--- src/hdl/rawf_pkg.sv ---
// Shared constants, types and helper functions of the register ALU with flags.
package rawf_pkg;

	localparam int REGISTER_COUNT = 8;
	localparam int DATA_WIDTH     = 32;
	localparam int IDX_W          = $clog2(REGISTER_COUNT);
	localparam int FIELD_IDX_W    = 3;
	localparam int OPCODE_W       = 8;
	localparam int FLAG_W         = 4;
	localparam int COUNT_W        = $clog2(DATA_WIDTH);
	localparam int S_TDATA_W      = 16;
	localparam int M_TDATA_W      = 40;

	typedef logic [DATA_WIDTH-1:0] word_t;
	typedef logic [OPCODE_W-1:0]   opcode_t;
	typedef logic [IDX_W-1:0]      idx_t;

	localparam opcode_t OP_ADD = 8'h02;
	localparam opcode_t OP_SUB = 8'h03;
	localparam opcode_t OP_MUL = 8'h04;
	localparam opcode_t OP_DIV = 8'h05;
	localparam opcode_t OP_MOD = 8'h06;
	localparam opcode_t OP_END = 8'h20;

	// flag bit positions
	localparam int FLAG_CARRY = 3;
	localparam int FLAG_OVF   = 2;
	localparam int FLAG_SIGN  = 1;
	localparam int FLAG_ZERO  = 0;

	localparam word_t SIGN_MIN = word_t'(1) << (DATA_WIDTH - 1);

	typedef struct packed {
		opcode_t opcode;
		word_t   a;
		word_t   b;
	} exec_req_t;

	typedef struct packed {
		word_t result;
		logic  carry;
		logic  ovf;
	} exec_rsp_t;

	function automatic logic is_arith(opcode_t op);
		return (op >= OP_ADD) && (op <= OP_MOD);
	endfunction

	function automatic idx_t reg_index(logic [FIELD_IDX_W-1:0] f);
		return IDX_W'(f % REGISTER_COUNT);
	endfunction

	function automatic word_t reset_value(idx_t idx);
		word_t v;
		case (idx)
			IDX_W'(0): v = DATA_WIDTH'(64'h1111_1111);
			IDX_W'(1): v = DATA_WIDTH'(64'h1111_1111);
			IDX_W'(2): v = DATA_WIDTH'(64'h0000_1111);
			IDX_W'(3): v = DATA_WIDTH'(64'h1111_0000);
			IDX_W'(4): v = DATA_WIDTH'(64'd4);
			IDX_W'(5): v = DATA_WIDTH'(64'd5);
			default:   v = '0;
		endcase
		return v;
	endfunction

endpackage

--- src/hdl/rawf_ram.sv ---
// Generic RAM: one write port, two registered read ports.
module rawf_ram #(
	parameter int WIDTH = 32,
	parameter int DEPTH = 8
) (
	input  logic                     clk,
	input  logic                     we,
	input  logic [$clog2(DEPTH)-1:0] waddr,
	input  logic [WIDTH-1:0]         wdata,
	input  logic                     re,
	input  logic [$clog2(DEPTH)-1:0] raddr0,
	input  logic [$clog2(DEPTH)-1:0] raddr1,
	output logic [WIDTH-1:0]         rdata0,
	output logic [WIDTH-1:0]         rdata1
);

	logic [WIDTH-1:0] mem_q [DEPTH];

	always_ff @(posedge clk) begin
		if (we) begin
			mem_q[waddr] <= wdata;
		end
		if (re) begin
			rdata0 <= mem_q[raddr0];
			rdata1 <= mem_q[raddr1];
		end
	end

endmodule

--- src/hdl/rawf_exec.sv ---
// Iterative execution unit: one shared add/subtract used by every operation.
module rawf_exec (
	input  logic                clk,
	input  logic                arst_n,
	input  logic                start,
	input  rawf_pkg::exec_req_t req,
	output logic                done,
	output rawf_pkg::exec_rsp_t rsp
);

	localparam int W = rawf_pkg::DATA_WIDTH;
	localparam logic [rawf_pkg::COUNT_W-1:0] LAST = rawf_pkg::COUNT_W'(W - 1);

	typedef enum logic [4:0] {
		E_IDLE  = 5'b00001,
		E_FIRST = 5'b00010,
		E_MAGB  = 5'b00100,
		E_LOOP  = 5'b01000,
		E_FINAL = 5'b10000
	} exec_state_t;

	exec_state_t                    state_q, state_d;
	logic [rawf_pkg::COUNT_W-1:0]   cnt_q, cnt_d;
	logic                           done_q, done_d;
	rawf_pkg::opcode_t              op_q;
	rawf_pkg::word_t                a_q, b_q, acc_q, lo_q, res_q;
	logic                           neg_q, carry_q, ovf_q;

	rawf_pkg::word_t add_x, add_y;
	logic            add_sub, add_sx;
	logic [W:0]      sum;
	logic            quick, fits;

	// shared adder operand select
	always_comb begin
		add_x   = '0;
		add_y   = '0;
		add_sub = 1'b0;
		add_sx  = 1'b0;
		case (state_q)
			E_FIRST: begin
				add_x = a_q;
				add_y = b_q;
				case (op_q)
					rawf_pkg::OP_ADD: add_sub = 1'b0;
					rawf_pkg::OP_SUB: add_sub = 1'b1;
					rawf_pkg::OP_MUL: begin
						add_x   = '0;
						add_y   = a_q;
						add_sub = 1'b1;
					end
					default: begin
						add_sub = 1'b1;
						add_sx  = 1'b1;
					end
				endcase
			end
			E_MAGB: begin
				add_y   = b_q;
				add_sub = 1'b1;
			end
			E_LOOP: begin
				if (op_q == rawf_pkg::OP_MUL) begin
					add_x = acc_q;
					add_y = a_q;
				end else begin
					add_x   = {acc_q[W-2:0], lo_q[W-1]};
					add_y   = b_q;
					add_sub = 1'b1;
				end
			end
			E_FINAL: begin
				add_y   = lo_q;
				add_sub = 1'b1;
			end
			default: ;
		endcase
	end

	assign sum = {add_sx & add_x[W-1], add_x}
	           + ({add_sx & add_y[W-1], add_y} ^ {(W+1){add_sub}})
	           + (W+1)'(add_sub);

	// divide shortcut: src zero, negative, or greater than dest (signed)
	assign quick = (b_q == '0) || b_q[W-1] || sum[W];

	assign fits = (acc_q == '0) &&
	              (neg_q ? (!lo_q[W-1] || (lo_q == rawf_pkg::SIGN_MIN)) : !lo_q[W-1]);

	always_comb begin
		state_d = state_q;
		cnt_d   = cnt_q;
		done_d  = 1'b0;
		case (state_q)
			E_IDLE: begin
				if (start) begin
					state_d = E_FIRST;
				end
			end
			E_FIRST: begin
				cnt_d = '0;
				case (op_q)
					rawf_pkg::OP_MUL: state_d = E_MAGB;
					rawf_pkg::OP_DIV, rawf_pkg::OP_MOD: begin
						if (quick) begin
							state_d = E_IDLE;
							done_d  = 1'b1;
						end else begin
							state_d = E_LOOP;
						end
					end
					default: begin
						state_d = E_IDLE;
						done_d  = 1'b1;
					end
				endcase
			end
			E_MAGB: begin
				state_d = E_LOOP;
			end
			E_LOOP: begin
				if (cnt_q == LAST) begin
					state_d = E_FINAL;
				end else begin
					cnt_d = cnt_q + 1'b1;
				end
			end
			E_FINAL: begin
				state_d = E_IDLE;
				done_d  = 1'b1;
			end
			default: state_d = E_IDLE;
		endcase
	end

	always_ff @(posedge clk or negedge arst_n) begin
		if (!arst_n) begin
			state_q <= E_IDLE;
			cnt_q   <= '0;
			done_q  <= 1'b0;
		end else begin
			state_q <= state_d;
			cnt_q   <= cnt_d;
			done_q  <= done_d;
		end
	end

	always_ff @(posedge clk) begin
		case (state_q)
			E_IDLE: begin
				if (start) begin
					a_q   <= req.a;
					b_q   <= req.b;
					op_q  <= req.opcode;
					neg_q <= req.a[W-1] ^ req.b[W-1];
				end
			end
			E_FIRST: begin
				case (op_q)
					rawf_pkg::OP_ADD: begin
						res_q   <= sum[W-1:0];
						carry_q <= sum[W];
						ovf_q   <= (a_q[W-1] ^ sum[W-1]) & (b_q[W-1] ^ sum[W-1]);
					end
					rawf_pkg::OP_SUB: begin
						res_q   <= sum[W-1:0];
						carry_q <= ~sum[W];
						ovf_q   <= (a_q[W-1] ^ b_q[W-1]) & (a_q[W-1] ^ sum[W-1]);
					end
					rawf_pkg::OP_MUL: begin
						if (a_q[W-1]) begin
							a_q <= sum[W-1:0];
						end
						acc_q   <= '0;
						carry_q <= 1'b0;
					end
					rawf_pkg::OP_DIV, rawf_pkg::OP_MOD: begin
						lo_q    <= a_q;
						acc_q   <= '0;
						carry_q <= 1'b0;
						ovf_q   <= 1'b0;
						res_q   <= (op_q == rawf_pkg::OP_DIV) ? '0 : a_q;
					end
					default: begin
						res_q   <= '0;
						carry_q <= 1'b0;
						ovf_q   <= 1'b0;
					end
				endcase
			end
			E_MAGB: begin
				lo_q <= b_q[W-1] ? sum[W-1:0] : b_q;
			end
			E_LOOP: begin
				if (op_q == rawf_pkg::OP_MUL) begin
					// shift-add on magnitudes, 2W-bit product in {acc, lo}
					if (lo_q[0]) begin
						acc_q <= sum[W:1];
						lo_q  <= {sum[0], lo_q[W-1:1]};
					end else begin
						acc_q <= {1'b0, acc_q[W-1:1]};
						lo_q  <= {acc_q[0], lo_q[W-1:1]};
					end
				end else begin
					// restoring division: remainder in acc, quotient shifts into lo
					acc_q <= sum[W] ? add_x : sum[W-1:0];
					lo_q  <= {lo_q[W-2:0], ~sum[W]};
				end
			end
			E_FINAL: begin
				case (op_q)
					rawf_pkg::OP_MUL: begin
						res_q <= neg_q ? sum[W-1:0] : lo_q;
						ovf_q <= !fits;
					end
					rawf_pkg::OP_DIV: res_q <= lo_q;
					default:          res_q <= acc_q;
				endcase
			end
			default: ;
		endcase
	end

	assign done       = done_q;
	assign rsp.result = res_q;
	assign rsp.carry  = carry_q;
	assign rsp.ovf    = ovf_q;

endmodule

--- src/hdl/register_alu_with_flags_unit.sv ---
// Top level: register ALU with flags, stream in, stream out.
//
//  channel | dir | fields (low bit up)                                  | width
//  --------+-----+------------------------------------------------------+------
//  s_*     | in  | tdata: opcode[7:0] dest_index[10:8] src_index[13:11]  | 16
//  m_*     | out | tdata: result_value[31:0] flag_bits[35:32]           | 40
//          |     | tuser: wrote_register   tlast: end_seen              |
//
// Items are handled one at a time. No-op / end skip rawf_exec; add / sub
//   and div / mod with a trivial quotient finish in its first state, while
//   other div / mod and mul loop on the shared adder in rawf_exec: one
//   product or quotient bit per cycle, plus operand sign fixups.
// Reset loads the register file's initial values through per-entry valid
// bits and clears the flags at once; no clearing pass.
// A result waits in the output register; s_tready is high whenever the
// sequencer is idle, even while m_tvalid waits for m_tready.
module register_alu_with_flags_unit (
	input  logic                              clk,
	input  logic                              arst_n,
	input  logic                              s_tvalid,
	output logic                              s_tready,
	input  logic [rawf_pkg::S_TDATA_W-1:0]    s_tdata,  // opcode, dest_index, src_index
	output logic                              m_tvalid,
	input  logic                              m_tready,
	output logic [rawf_pkg::M_TDATA_W-1:0]    m_tdata,  // result_value, flag_bits
	output logic                              m_tlast,  // end_seen
	output logic                              m_tuser   // wrote_register
);

	localparam int W  = rawf_pkg::DATA_WIDTH;
	localparam int FI = rawf_pkg::FIELD_IDX_W;
	localparam int OW = rawf_pkg::OPCODE_W;

	typedef enum logic [3:0] {
		S_IDLE  = 4'b0001,
		S_READ  = 4'b0010,
		S_EXEC  = 4'b0100,
		S_WRITE = 4'b1000
	} top_state_t;

	top_state_t state_q, state_d;

	rawf_pkg::opcode_t                  opcode_q;
	rawf_pkg::idx_t                     dest_q, src_q;
	rawf_pkg::idx_t                     rd_dest, rd_src;
	logic [rawf_pkg::REGISTER_COUNT-1:0] vld_q;
	logic [rawf_pkg::FLAG_W-1:0]        flags_q, flags_new;
	rawf_pkg::word_t                    rdata0, rdata1, result;

	logic                               m_tvalid_q;
	logic [rawf_pkg::M_TDATA_W-1:0]     m_tdata_q;
	logic                               m_tlast_q, m_tuser_q;

	logic                  accept, out_free, wrote, exec_start, exec_done, ram_we;
	rawf_pkg::exec_req_t   req;
	rawf_pkg::exec_rsp_t   rsp;

	assign s_tready = (state_q == S_IDLE);
	assign accept   = s_tvalid && s_tready;
	assign out_free = !m_tvalid_q || m_tready;

	assign rd_dest = rawf_pkg::reg_index(s_tdata[OW+FI-1:OW]);
	assign rd_src  = rawf_pkg::reg_index(s_tdata[OW+2*FI-1:OW+FI]);

	assign wrote      = rawf_pkg::is_arith(opcode_q);
	assign exec_start = (state_q == S_READ) && wrote;
	assign ram_we     = (state_q == S_WRITE) && out_free && wrote;

	// never-written entries read as their reset value
	assign req.opcode = opcode_q;
	assign req.a      = vld_q[dest_q] ? rdata0 : rawf_pkg::reset_value(dest_q);
	assign req.b      = vld_q[src_q]  ? rdata1 : rawf_pkg::reset_value(src_q);

	assign result = wrote ? rsp.result : '0;

	always_comb begin
		flags_new = flags_q;
		if (wrote) begin
			flags_new[rawf_pkg::FLAG_CARRY] = rsp.carry;
			flags_new[rawf_pkg::FLAG_OVF]   = rsp.ovf;
			flags_new[rawf_pkg::FLAG_SIGN]  = result[W-1];
			flags_new[rawf_pkg::FLAG_ZERO]  = (result == '0);
		end
	end

	rawf_ram #(
		.WIDTH(rawf_pkg::DATA_WIDTH),
		.DEPTH(rawf_pkg::REGISTER_COUNT)
	) u_regs (
		.clk   (clk),
		.we    (ram_we),
		.waddr (dest_q),
		.wdata (rsp.result),
		.re    (accept),
		.raddr0(rd_dest),
		.raddr1(rd_src),
		.rdata0(rdata0),
		.rdata1(rdata1)
	);

	rawf_exec u_exec (
		.clk   (clk),
		.arst_n(arst_n),
		.start (exec_start),
		.req   (req),
		.done  (exec_done),
		.rsp   (rsp)
	);

	always_comb begin
		state_d = state_q;
		case (state_q)
			S_IDLE:  if (accept) state_d = S_READ;
			S_READ:  state_d = wrote ? S_EXEC : S_WRITE;
			S_EXEC:  if (exec_done) state_d = S_WRITE;
			S_WRITE: if (out_free) state_d = S_IDLE;
			default: state_d = S_IDLE;
		endcase
	end

	always_ff @(posedge clk or negedge arst_n) begin
		if (!arst_n) begin
			state_q    <= S_IDLE;
			m_tvalid_q <= 1'b0;
			vld_q      <= '0;
			flags_q    <= '0;
		end else begin
			state_q <= state_d;
			// a new item replaces one taken in the same cycle
			if ((state_q == S_WRITE) && out_free) begin
				m_tvalid_q <= 1'b1;
				flags_q    <= flags_new;
			end else if (m_tvalid_q && m_tready) begin
				m_tvalid_q <= 1'b0;
			end
			if (ram_we) begin
				vld_q[dest_q] <= 1'b1;
			end
		end
	end

	always_ff @(posedge clk) begin
		if (accept) begin
			opcode_q <= s_tdata[OW-1:0];
			dest_q   <= rd_dest;
			src_q    <= rd_src;
		end
		if ((state_q == S_WRITE) && out_free) begin
			m_tdata_q <= rawf_pkg::M_TDATA_W'({flags_new, result});
			m_tlast_q <= (opcode_q == rawf_pkg::OP_END);
			m_tuser_q <= wrote;
		end
	end

	assign m_tvalid = m_tvalid_q;
	assign m_tdata  = m_tdata_q;
	assign m_tlast  = m_tlast_q;
	assign m_tuser  = m_tuser_q;

endmodule

--- config.mk ---
export PLATFORM = sky130hd
export DESIGN_NAME = register_alu_with_flags_unit
export DESIGN_NICKNAME = d
export VERILOG_FILES = /design/src/hdl/rawf_pkg.sv /design/src/hdl/rawf_ram.sv /design/src/hdl/rawf_exec.sv /design/src/hdl/register_alu_with_flags_unit.sv
export SDC_FILE = /design/constraint.sdc
export NUM_CORES = 1
export LEC_CHECK = 0
export BUFFER_PORTS_ARGS = -buffer_cell sky130_fd_sc_hd__clkbuf_2
export CAP_MARGIN = 20
export CORE_MARGIN = 3
export CORE_UTILIZATION = 40
export CTS_CLUSTER_DIAMETER = 60
export DETAILED_ROUTE_END_ITERATION = 6
export SYNTH_ARGS = -nofsm -noshare
export SYNTH_HDL_FRONTEND = slang
export SYNTH_SLANG_ARGS = --single-unit
--- constraint.sdc ---
create_clock -name clk -period 8.52 [get_ports clk]
set_input_delay 0.852 -clock clk [delete_from_list [all_inputs] [get_ports clk]]
set_output_delay 0.852 -clock clk [all_outputs]
set_load 0.005 [all_outputs]
# == After elaboration in Yosys (flattened, before gate mapping) ==
# Memory sizes are Yosys's and may differ from the RTL's. A register that Yosys moved wholly into a read port is not among the register bits.
# Cells that the tools add are included.
# totals
ff_bits,251
mem_count,1
wordCells,190
ramBits,256
out_inout_bits,44
in_bits,20
# classes
reduce_logical,43
n_lt_le_gt_ge,5
mux,65
bitwise,11
addsub,3
n_eq_ne,39
# memory_table
memory,depth,width,read_ports,rd_ports_with_merged_regs,write_ports,line_no,source
u_regs.mem_q,8,32,2,2,1,rawf_ram.sv:17,logic [WIDTH-1:0] mem_q [DEPTH];
# op_table
op,count
2-to-1 mux 32 bit,19
case mux 32 bit (2 select lines),5
case mux 29 bit (5 select lines),2
case mux 32 bit (3 select lines),3
zero test 32 bit,3
adder 33 x 1 -> 33 bit,1
adder 33 bit,1
XOR 33 bit,1
"equality test 32 bit, second input constant",1
"equality test 8 x 3 -> 1 bit, second input constant",3
2-to-1 mux 4 bit,6
case mux 5 bit (2 select lines),2
case mux 5 bit (4 select lines),1
"equality test 8 x 2 -> 1 bit, second input constant",2
case mux 4 bit (4 select lines),1
2-to-1 mux 5 bit,3
2-to-1 mux 1 bit,14
"equality test 3 x 2 -> 1 bit, second input constant",4
"equality test 3 bit, second input constant",4
"inequality test 2 x 1 -> 1 bit, second input constant",6
"inequality test 2 bit, second input constant",6
AND reduction 2 bit,6
OR reduction 2 bit,6
"equality test 5 bit, second input constant",2
other kinds (32),64

# == Depth between registers and ports, before layout ==
# Gate-level depths: netlist (run 1).
# logic_depth
ltp_word,12
depth_mapped,23
ltp_nobuf,18

# == Modules after synthesis ==
# From an unflattened synthesis (run 1), not the netlist that was laid out.
# hier_totals
cells_unflattened,2273
hier_area_um2,30543.0
# by_module_without_submodules
mod,cells_each,area_each_um2,instances,seq_area_each_um2
rawf_ram,561,13820.8,1,9609.2
rawf_exec,1438,13334.0,1,5411.4
register_alu_with_flags_unit,274,3388.2,1,1988.2

# == Least setup slack after synthesis (run 1) ==
# OpenSTA, ideal clock, no wires.
# synth_path
path_kind,input to register
start,input m_tready
end,"memory u_regs.mem_q[0][0], enable pin"
required_ps,8016
t_arrival_ps,6227
path_buffers,0
path_stages,4
setup_slack_ps,1789
setup_ps,504
path_cell_list,nor2b_1 nor2_1 nand2_1 nor4_1
# synth_between
elab_chain_cells,5
# synth_rtl
element,line_no,source
from (decl),register_alu_with_flags_unit.sv:24,"input logic m_tready,"
logical OR 1 bit,register_alu_with_flags_unit.sv:60,assign out_free = !m_tvalid_q || m_tready;
logical AND 1 bit (2 in series),register_alu_with_flags_unit.sv:67,assign ram_we = (state_q == S_WRITE) && out_free && wrote;
2-to-1 mux 1 bit,rawf_ram.sv:20,if (we) begin
2-to-1 mux 1 bit (implied by the code),rawf_ram.sv:21,mem_q[waddr] <= wdata;
to (decl),rawf_ram.sv:17,
# No other way between the ends.

# == Worst setup path after layout (run 1) ==
# layout_path
start,register u_exec.op_q[5]
end,register u_exec.acc_q[11] (data pin)
# layout_between
elab_chain_cells,11
elab_cells_between_ends,23
cone_classes,add/sub (2); eq/ne (3); mux (14); bitwise (3); reduce/logical (1)
# layout_rtl
element,line_no,source
from (decl),rawf_exec.sv:25,rawf_pkg::opcode_t op_q;
from (signal assigned),rawf_exec.sv:154,op_q <= req.opcode;
equality test 8 x 2 -> 1 bit or equality test 8 x 3 -> 1 bit (tied branches),"rawf_exec.sv:44, rawf_exec.sv:63, rawf_exec.sv:195",
OR reduction 3 bit (no line),n/a,
2-to-1 mux 1 bit,rawf_exec.sv:44,case (op_q)
2-to-1 mux 1 bit,rawf_exec.sv:40,case (state_q)
AND 1 bit,rawf_exec.sv:81,"+ ({add_sx & add_y[W-1], add_y} ^ {(W+1){add_sub}})"
XOR 33 bit,rawf_exec.sv:81,
adder 33 bit,rawf_exec.sv:81,
adder 33 x 1 -> 33 bit,rawf_exec.sv:82,+ (W+1)'(add_sub);
2-to-1 mux 32 bit,rawf_exec.sv:206,acc_q <= sum[W] ? add_x : sum[W-1:0];
2-to-1 mux 32 bit *,rawf_exec.sv:195,if (op_q == rawf_pkg::OP_MUL) begin
case mux 32 bit (2 select lines) *,rawf_exec.sv:149,case (state_q)
to (signal assigned),rawf_exec.sv:198,acc_q <= sum[W:1];
to (signal assigned),rawf_exec.sv:201,"acc_q <= {1'b0, acc_q[W-1:1]};"
to (signal assigned),rawf_exec.sv:206,
to (decl),rawf_exec.sv:26,"rawf_pkg::word_t a_q, b_q, acc_q, lo_q, res_q;"
# Mark *: on every way between the ends. The rest lies on a longest branch, timed or not.
# A chain may end at the register's enable or synchronous reset.

==> results of run 1 <==
layout make-up:
cell class                      count  area, µm²  area share [%]
Sequential cell                   571      17000            51.5
Clock inverter                     43        388            1.18
Tap cell                          959       1200            3.64
Clock buffer                       65       1500            4.54
Timing Repair Buffer              104        643            1.95
Inverter                           27        101           0.307
Multi-Input combinational cell   1490      12200            36.9
state kept, by name, summed over array words and instances, names as in the netlist, 3 cells and up:
register	cells
u_exec.cnt_q	5
u_exec.a_q	32
u_exec.res_q	32
dest_q	3
u_exec.op_q	8
src_q	3
opcode_q	8
flags_q	4
u_regs.mem_q	256
u_exec.state_q	5
u_regs.rdata1	32
vld_q	8
u_regs.rdata0	32
m_tdata	36
state_q	4
u_exec.lo_q	32
u_exec.acc_q	32
u_exec.b_q	32
logic make-up after synthesis:
| family | count (synthesis) |
|---|---|
| AOI/OAI and AO/OA | 544 |
| xor gates and xnor gates | 34 |
| adders and majority gates | 35 |
| buffers and inverters | 197 |
| DFF | 571 |
| muxes | 301 |
| other | 1 |
| and+or+nand+nor | 572 |
layout by cell type, fill, tap and decap left out, types with 25 or more instances in the layout:
cell type and n:
a211oi_1 27, a21o_1 25, a21oi_1 149, a221oi_1 60, a222oi_1 33, a22oi_1 35, and2_1 64, buf_4 49
clkbuf_16 59, clkbuf_2 55, dfrtp_1 26, edfxtp_1 543, ha_1 34, inv_1 26, mux2_2 88, mux2i_1 84
mux4_2 129, nand2_1 207, nand3_1 31, nor2_1 95, nor3_1 25, nor4_1 40, o21ai_0 102
worst max path at each step:
stage	from	to	slack, ns
after floorplan	m_tready	u_regs.mem_q[0][0]	1.79
after global placement	u_exec.op_q[5]	u_exec.acc_q[11]	1.89
after detailed placement	u_exec.op_q[5]	u_exec.acc_q[11]	1.81
after CTS	u_exec.op_q[5]	u_exec.acc_q[17]	1.78
after global routing	u_exec.op_q[5]	u_exec.acc_q[17]	1.43
final	u_exec.op_q[5]	u_exec.acc_q[11]	1.78
per-layer routing:
layer / vias up / global-route usage (%) / wire, µm / part of all wire, %
li1: 8983 / - / - / -
met1: 10500 / 32.0 / 37800 / 42
met2: 1079 / 36.2 / 41500 / 46
met3: 169 / 3.76 / 7480 / 8.3
met4: 0 / 7.57 / 3080 / 3.4
met5: - / 0 / 0 / 0
worst reg2reg max path, stage by stage (launching register included):
cell and delay (ns):
edfxtp_1 0.38, nor4_1 0.57, and2_2 0.63, buf_4 0.54
a21o_1 0.23, o211a_1 0.27, nor2_1 0.09, fa_1 0.48
a211oi_1 0.23, o21bai_1 0.15, a311oi_2 0.55, a2bb2oi_2 0.37
o31ai_1 0.25, a221oi_4 0.63, xnor2_4 0.18, buf_4 0.48
mux2_2 0.44, a21oi_1 0.13
power by group through the flow:
stage               clock network, mW  registers (mW)  logic [mW]
global route                     2.71            3.27       0.372
global placement                    0            3.32       0.340
CTS                              2.60            3.26       0.346
detailed placement                  0            3.32       0.345
floorplan                           0            3.28       0.238
finish                           2.56            3.26       0.341
==> reports/results.txt, run 1 <==
Synth Area in Simple Gates: 9.36%
GPL Wtd Cong: 0.955
Synth area leaders: edfxtp_1 55%, mux4_2 9.7%, mux2_2 3.3%, mux2i_1 2.8%, nand2_1 2.6%
Critical R2R Launch: u_exec.op_q[5]
Pre-Repair DR Iteration Count: 7
Vias: 20700
Period utilization: 79.1%
PwrDens: 187 nW/µm²
Die Y-Extent: 279 µm
Fin worst setup slack: 1.78 ns
Die area: 77900 µm²
Final Util: 44.9%
Setup Skew: 0.0126 ns
Clock power share: 41.5%
Reg2Reg Depth: 17
Ratio of cells with drive above 1 in the final layout: 20.3%
Crit. path cell count: 17
Clock root cell: clkbuf_16
RSZ-0062 raised after global routing: no
IO buf count: 57
Combinational share of power: 5.5%
Max_slew headroom: 23.4%
CP Capture Type: flop
DP Cell Count: 3151
Global route overflow: 0
CP arrival: 7.22 ns
Worst hold slack: 0.331 ns
Worst r2r dst: u_exec.acc_q[11]
Max Cap Viol: 0
Most used cell, CP: buf_4
Synth Register Bits: 571
Commonest cells in the netlist: 543 x edfxtp_1, 208 x nand2_1, 152 x a21oi_1
Fin cells: 3259
Core Area: 73500 µm²
Post-Route WL: 89.9 mm
Post-CTS setup buffers: 0
Yosys top cell area share: 54.6%
Power Total: 6.16 mW
Fmax: 0.148 GHz
Area Growth Syn to Fin: 10.6%
Synthesized cell area: 29800 µm²
Actual slew at the worst max-slew pin: 1.15 ns
Sequential element share of the synthesized area: 57.0%
Post-cts resize count: 0
Most common cell in the netlist: edfxtp_1
I/O pin count: 64
Main synth FF type: edfxtp_1
Largest family of logic cells by synthesized area: multiplexers
CTS Buf Count: 59
CP Cell Sequence: nor4_1 -> and2_2 -> buf_4 -> a21o_1 -> o211a_1 -> nor2_1 -> fa_1 -> a211oi_1 -> o21bai_1 -> a311oi_2 -> a2bb2oi_2 -> o31ai_1 -> a221oi_4 -> xnor2_4 -> buf_4 -> mux2_2 -> a21oi_1
Crit Path Class: reg2reg
Total Routing Usage GR: 22.8%
Worst path bufs/invs: 2
Initial DRC count: 2850
Vias in the first global route: 20500
Clock Tree Buf Depth: 3
Final non-filler cell area: 33000 µm²
Die W: 279 µm
HPWL after detailed placement: 58.9 mm
Via density: 6.35
Pin count of the biggest net entering global routing: 66
CP max-delay cell: and2_2
Synth area leader: edfxtp_1
Slew Limit Fails: 0
CTS Sinks: 571
Kind of cell adding the most delay to the critical path: compound AO/OA/AOI/OAI gates
Setup WS pre-CTS: 1.81 ns
First-pass GRT wire length: 134 mm
Syn_area_per_cell: 13.2 µm²
Skew-Pair Late Insertion Delay: 0.62 ns
Ys async rst share: 4.90%
Post-synth EDFFs: 543
Clock transition at path regs: 0.07 ns
# fillers: 6505
Dpl cell area: 31100 µm²
Mux contribution to synthesized area: 15.9%
Crit start category: flop
Initial cell density of the core: 40.6%
ANT cells: 0
Worst hold path type: in2async
Nets: 2308
Final setup viols: 0
Worst vdd ir: 0.169 mV
Power share of the sequential group: 53.0%
Initial antenna violation count: 0
CTS Hold Bufs: 0
Yosys cell types: 84
Critical path peak fanout: 41
Crit-path max cell delay: 0.63 ns
Net Switching: 1.41 mW
Final Hold Fails: 0
H-tree depth: 2
Mapped Cells: 2255
Synth Area in Compound Gates: 12.5%
# rows: 99
Switch share: 23.0%
Adder-cell share of the synthesized area: 1.49%
Final antenna-violating net count: 0
Drt drc: 0
Worst Path Required: 9.00 ns
XOR/XNOR share of the synthesized area: 1.11%
R2R setup slack: 1.78 ns
Setup TNS: 0 ns
Leakage power: 11.7 nW
Wire per inst: 27.6 µm
Ys Warns: 0
CTS tree: done
Status: complete, no violations
Final min period: 6.74 ns
Internal cell power: 4.74 mW
No activity file was read; power rests on OpenSTA's default activity.
==> run 2, diff against run 1 <==
==> constraint.sdc (replaced) <==
create_clock -name clk -period 7.1 [get_ports clk]
set_input_delay 0.71 -clock clk [delete_from_list [all_inputs] [get_ports clk]]
set_output_delay 0.71 -clock clk [all_outputs]
set_load 0.005 [all_outputs]
==> reports/results.txt, run 2 (synthesis gave the netlist of run 1 again) <==
Area Growth Syn to Fin: 11.2% (was 10.6%)
Skew-Pair Late Insertion Delay: 0.65 ns (was 0.62 ns)
CP arrival: 6.85 ns (was 7.22 ns)
Final Util: 45.2% (was 44.9%)
Clock Tree Buf Depth: 3 (unchanged)
Number of flip-flops under the largest register name: 256 (unchanged)
Global route overflow: 0 (unchanged)
Final setup viols: 0 (unchanged)
CTS tree: done (unchanged)
Ratio of cells with drive above 1 in the final layout: 20.6% (was 20.3%)
Final Hold Fails: 0 (unchanged)
Power Total: 7.43 mW (was 6.16 mW)
Fmax: 0.157 GHz (was 0.148 GHz)
# fillers: 6557 (was 6505)
First-pass GRT wire length: 133 mm (was 134 mm)
Period utilization: 89.8% (was 79.1%)
CTS Hold Bufs: 0 (unchanged)
HPWL after detailed placement: 59.0 mm (was 58.9 mm)
Pre-Repair DR Iteration Count: 7 (unchanged)
IO buf count: 57 (unchanged)
Pin count of the biggest net entering global routing: 86 (was 66)
ANT cells: 0 (unchanged)
Total Routing Usage GR: 22.6% (was 22.8%)
Final antenna-violating net count: 0 (unchanged)
Worst Path Required: 7.57 ns (was 9.00 ns)
Core Area: 73500 µm² (unchanged)
I/O pin count: 64 (unchanged)
Post-CTS setup buffers: 0 (unchanged)
Leakage power: 11.8 nW (was 11.7 nW)
CP Capture Type: flop (unchanged)
CTS Sinks: 571 (unchanged)
Vias in the first global route: 20500 (about the same)
Most common cell after layout, fill and taps aside: edfxtp_1 (unchanged)
Wire per inst: 27.1 µm (was 27.6 µm)
Clock transition at path regs: 0.07 ns (about the same)
PwrDens: 224 nW/µm² (was 187 nW/µm²)
Actual slew at the worst max-slew pin: 1.10 ns (was 1.15 ns)
Setup Skew: 0.0454 ns (was 0.0126 ns)
Nets: 2325 (was 2308)
# rows: 99 (unchanged)
Slew Limit Fails: 0 (unchanged)
Critical path peak fanout: 27 (was 41)
Post-Route WL: 88.9 mm (was 89.9 mm)
Setup TNS: 0 ns (unchanged)
Die W: 279 µm (unchanged)
Post-cts resize count: 0 (unchanged)
Max Cap Viol: 0 (unchanged)
Max_slew headroom: 27.0% (was 23.4%)
Crit start category: flop (unchanged)
Biggest register: u_regs.mem_q (unchanged)
Status: complete, no violations (unchanged)
Initial cell density of the core: 40.6% (unchanged)
Clock root cell: clkbuf_16 (unchanged)
Worst vdd ir: 0.217 mV (was 0.169 mV)
Vias: 20600 (was 20700)
Final min period: 6.38 ns (was 6.74 ns)
CTS Buf Count: 59 (unchanged)
Die area: 77900 µm² (unchanged)
Drt drc: 0 (unchanged)
Die Y-Extent: 279 µm (unchanged)
H-tree depth: 2 (unchanged)
Worst hold path type: in2async (unchanged)
Most frequent cells in the layout: 543 x edfxtp_1, 207 x nand2_1, 149 x a21oi_1, 129 x mux4_2, 102 x o21ai_0 (unchanged)
GPL Wtd Cong: 0.940 (was 0.955)
Crit Path Class: reg2reg (unchanged)
Initial antenna violation count: 3 (was 0)
RSZ-0062 raised after global routing: no (unchanged)
Initial DRC count: 2521 (was 2850)
Via density: 6.28 (was 6.35)
-- run 2: cell count changes in the layout (fill, tap and decap cells not counted), moves of 2 or more --
cell | previous run | this run
buf_4 | 49 | 65
clkbuf_1 | 6 | 13
clkinv_16 | 0 | 2
clkinv_2 | 17 | 9
clkinvlp_4 | 6 | 3
inv_6 | 3 | 5
-- run 2: area by class of cell --
| type | instances | area [µm²] | share of cell area (%) |
|---|---|---|---|
| Tap cell | 959 | 1200 | 3.62 |
| Clock buffer | 73 | 1540 | 4.64 |
| Inverter | 27 | 101 | 0.305 |
| Timing Repair Buffer | 121 | 783 | 2.36 |
| Clock inverter | 36 | 394 | 1.19 |
| Sequential cell | 571 | 17000 | 51.2 |
| Multi-Input combinational cell | 1490 | 12200 | 36.6 |
-- run 2: layer usage --
metal | GRT usage, % | up-vias | share of wire (%)
li1 | - | 9008 | -
met3 | 3.90 | 173 | 8.5
met4 | 7.96 | 2 | 3.4
met1 | 31.9 | 10400 | 42
met2 | 35.4 | 997 | 46
met5 | 0.427 | - | 0.052
-- run 2: through the flow --
stage | setup WS (ns) | hold WS (ns) | std cells | area, µm²
global placement | 0.910 | 0.431 | 3168 | 31300
global route | 0.506 | 0.194 | 3277 | 33200
detailed placement | 0.909 | 0.432 | 3168 | 31300
floorplan | 0.511 | 0.414 | 2258 | 29900
finish | 0.724 | 0.148 | 3277 | 33200
CTS | 0.833 | 0.147 | 3277 | 33200
-- run 2: critical path, stage by stage (launching register included) --
cell,delay [ns]
dfrtp_1,0.47
xnor2_2,0.19
or4_1,0.68
o21ai_4,0.73
a222oi_1,0.31
mux2i_1,0.19
ha_1,0.48
a21oi_1,0.10
o21ai_0,0.25
a31o_2,0.24
a2bb2oi_2,0.11
o31ai_1,0.47
a221oi_4,0.10
buf_4,0.22
xnor2_4,0.82
buf_4,0.33
mux2_2,0.35
a21oi_1,0.14
-- run 2: final timing paths --
path	end	slack (ns)	depth (start not counted)	startpoint
hold / removal	vld_q[1]	0.15	1	arst_n
min in group clk	opcode_q[7]	0.24	1	s_tdata[7]
hold reg to reg	u_exec.op_q[6]	0.45	0	opcode_q[6]
setup reg to reg	u_exec.acc_q[17]	0.72	17	u_exec.state_q[1]
setup / recovery	u_exec.acc_q[17]	0.72	17	u_exec.state_q[1]
max in group asynchronous	flags_q[3]	6.44	1	arst_n
-- run 2: where the power goes --
part           total (mW)  internal (mW)  switching (mW)
clock network        3.11           1.74            1.37
registers            3.92           3.83          0.0833
logic               0.400          0.144           0.256
total                7.43           5.72            1.70
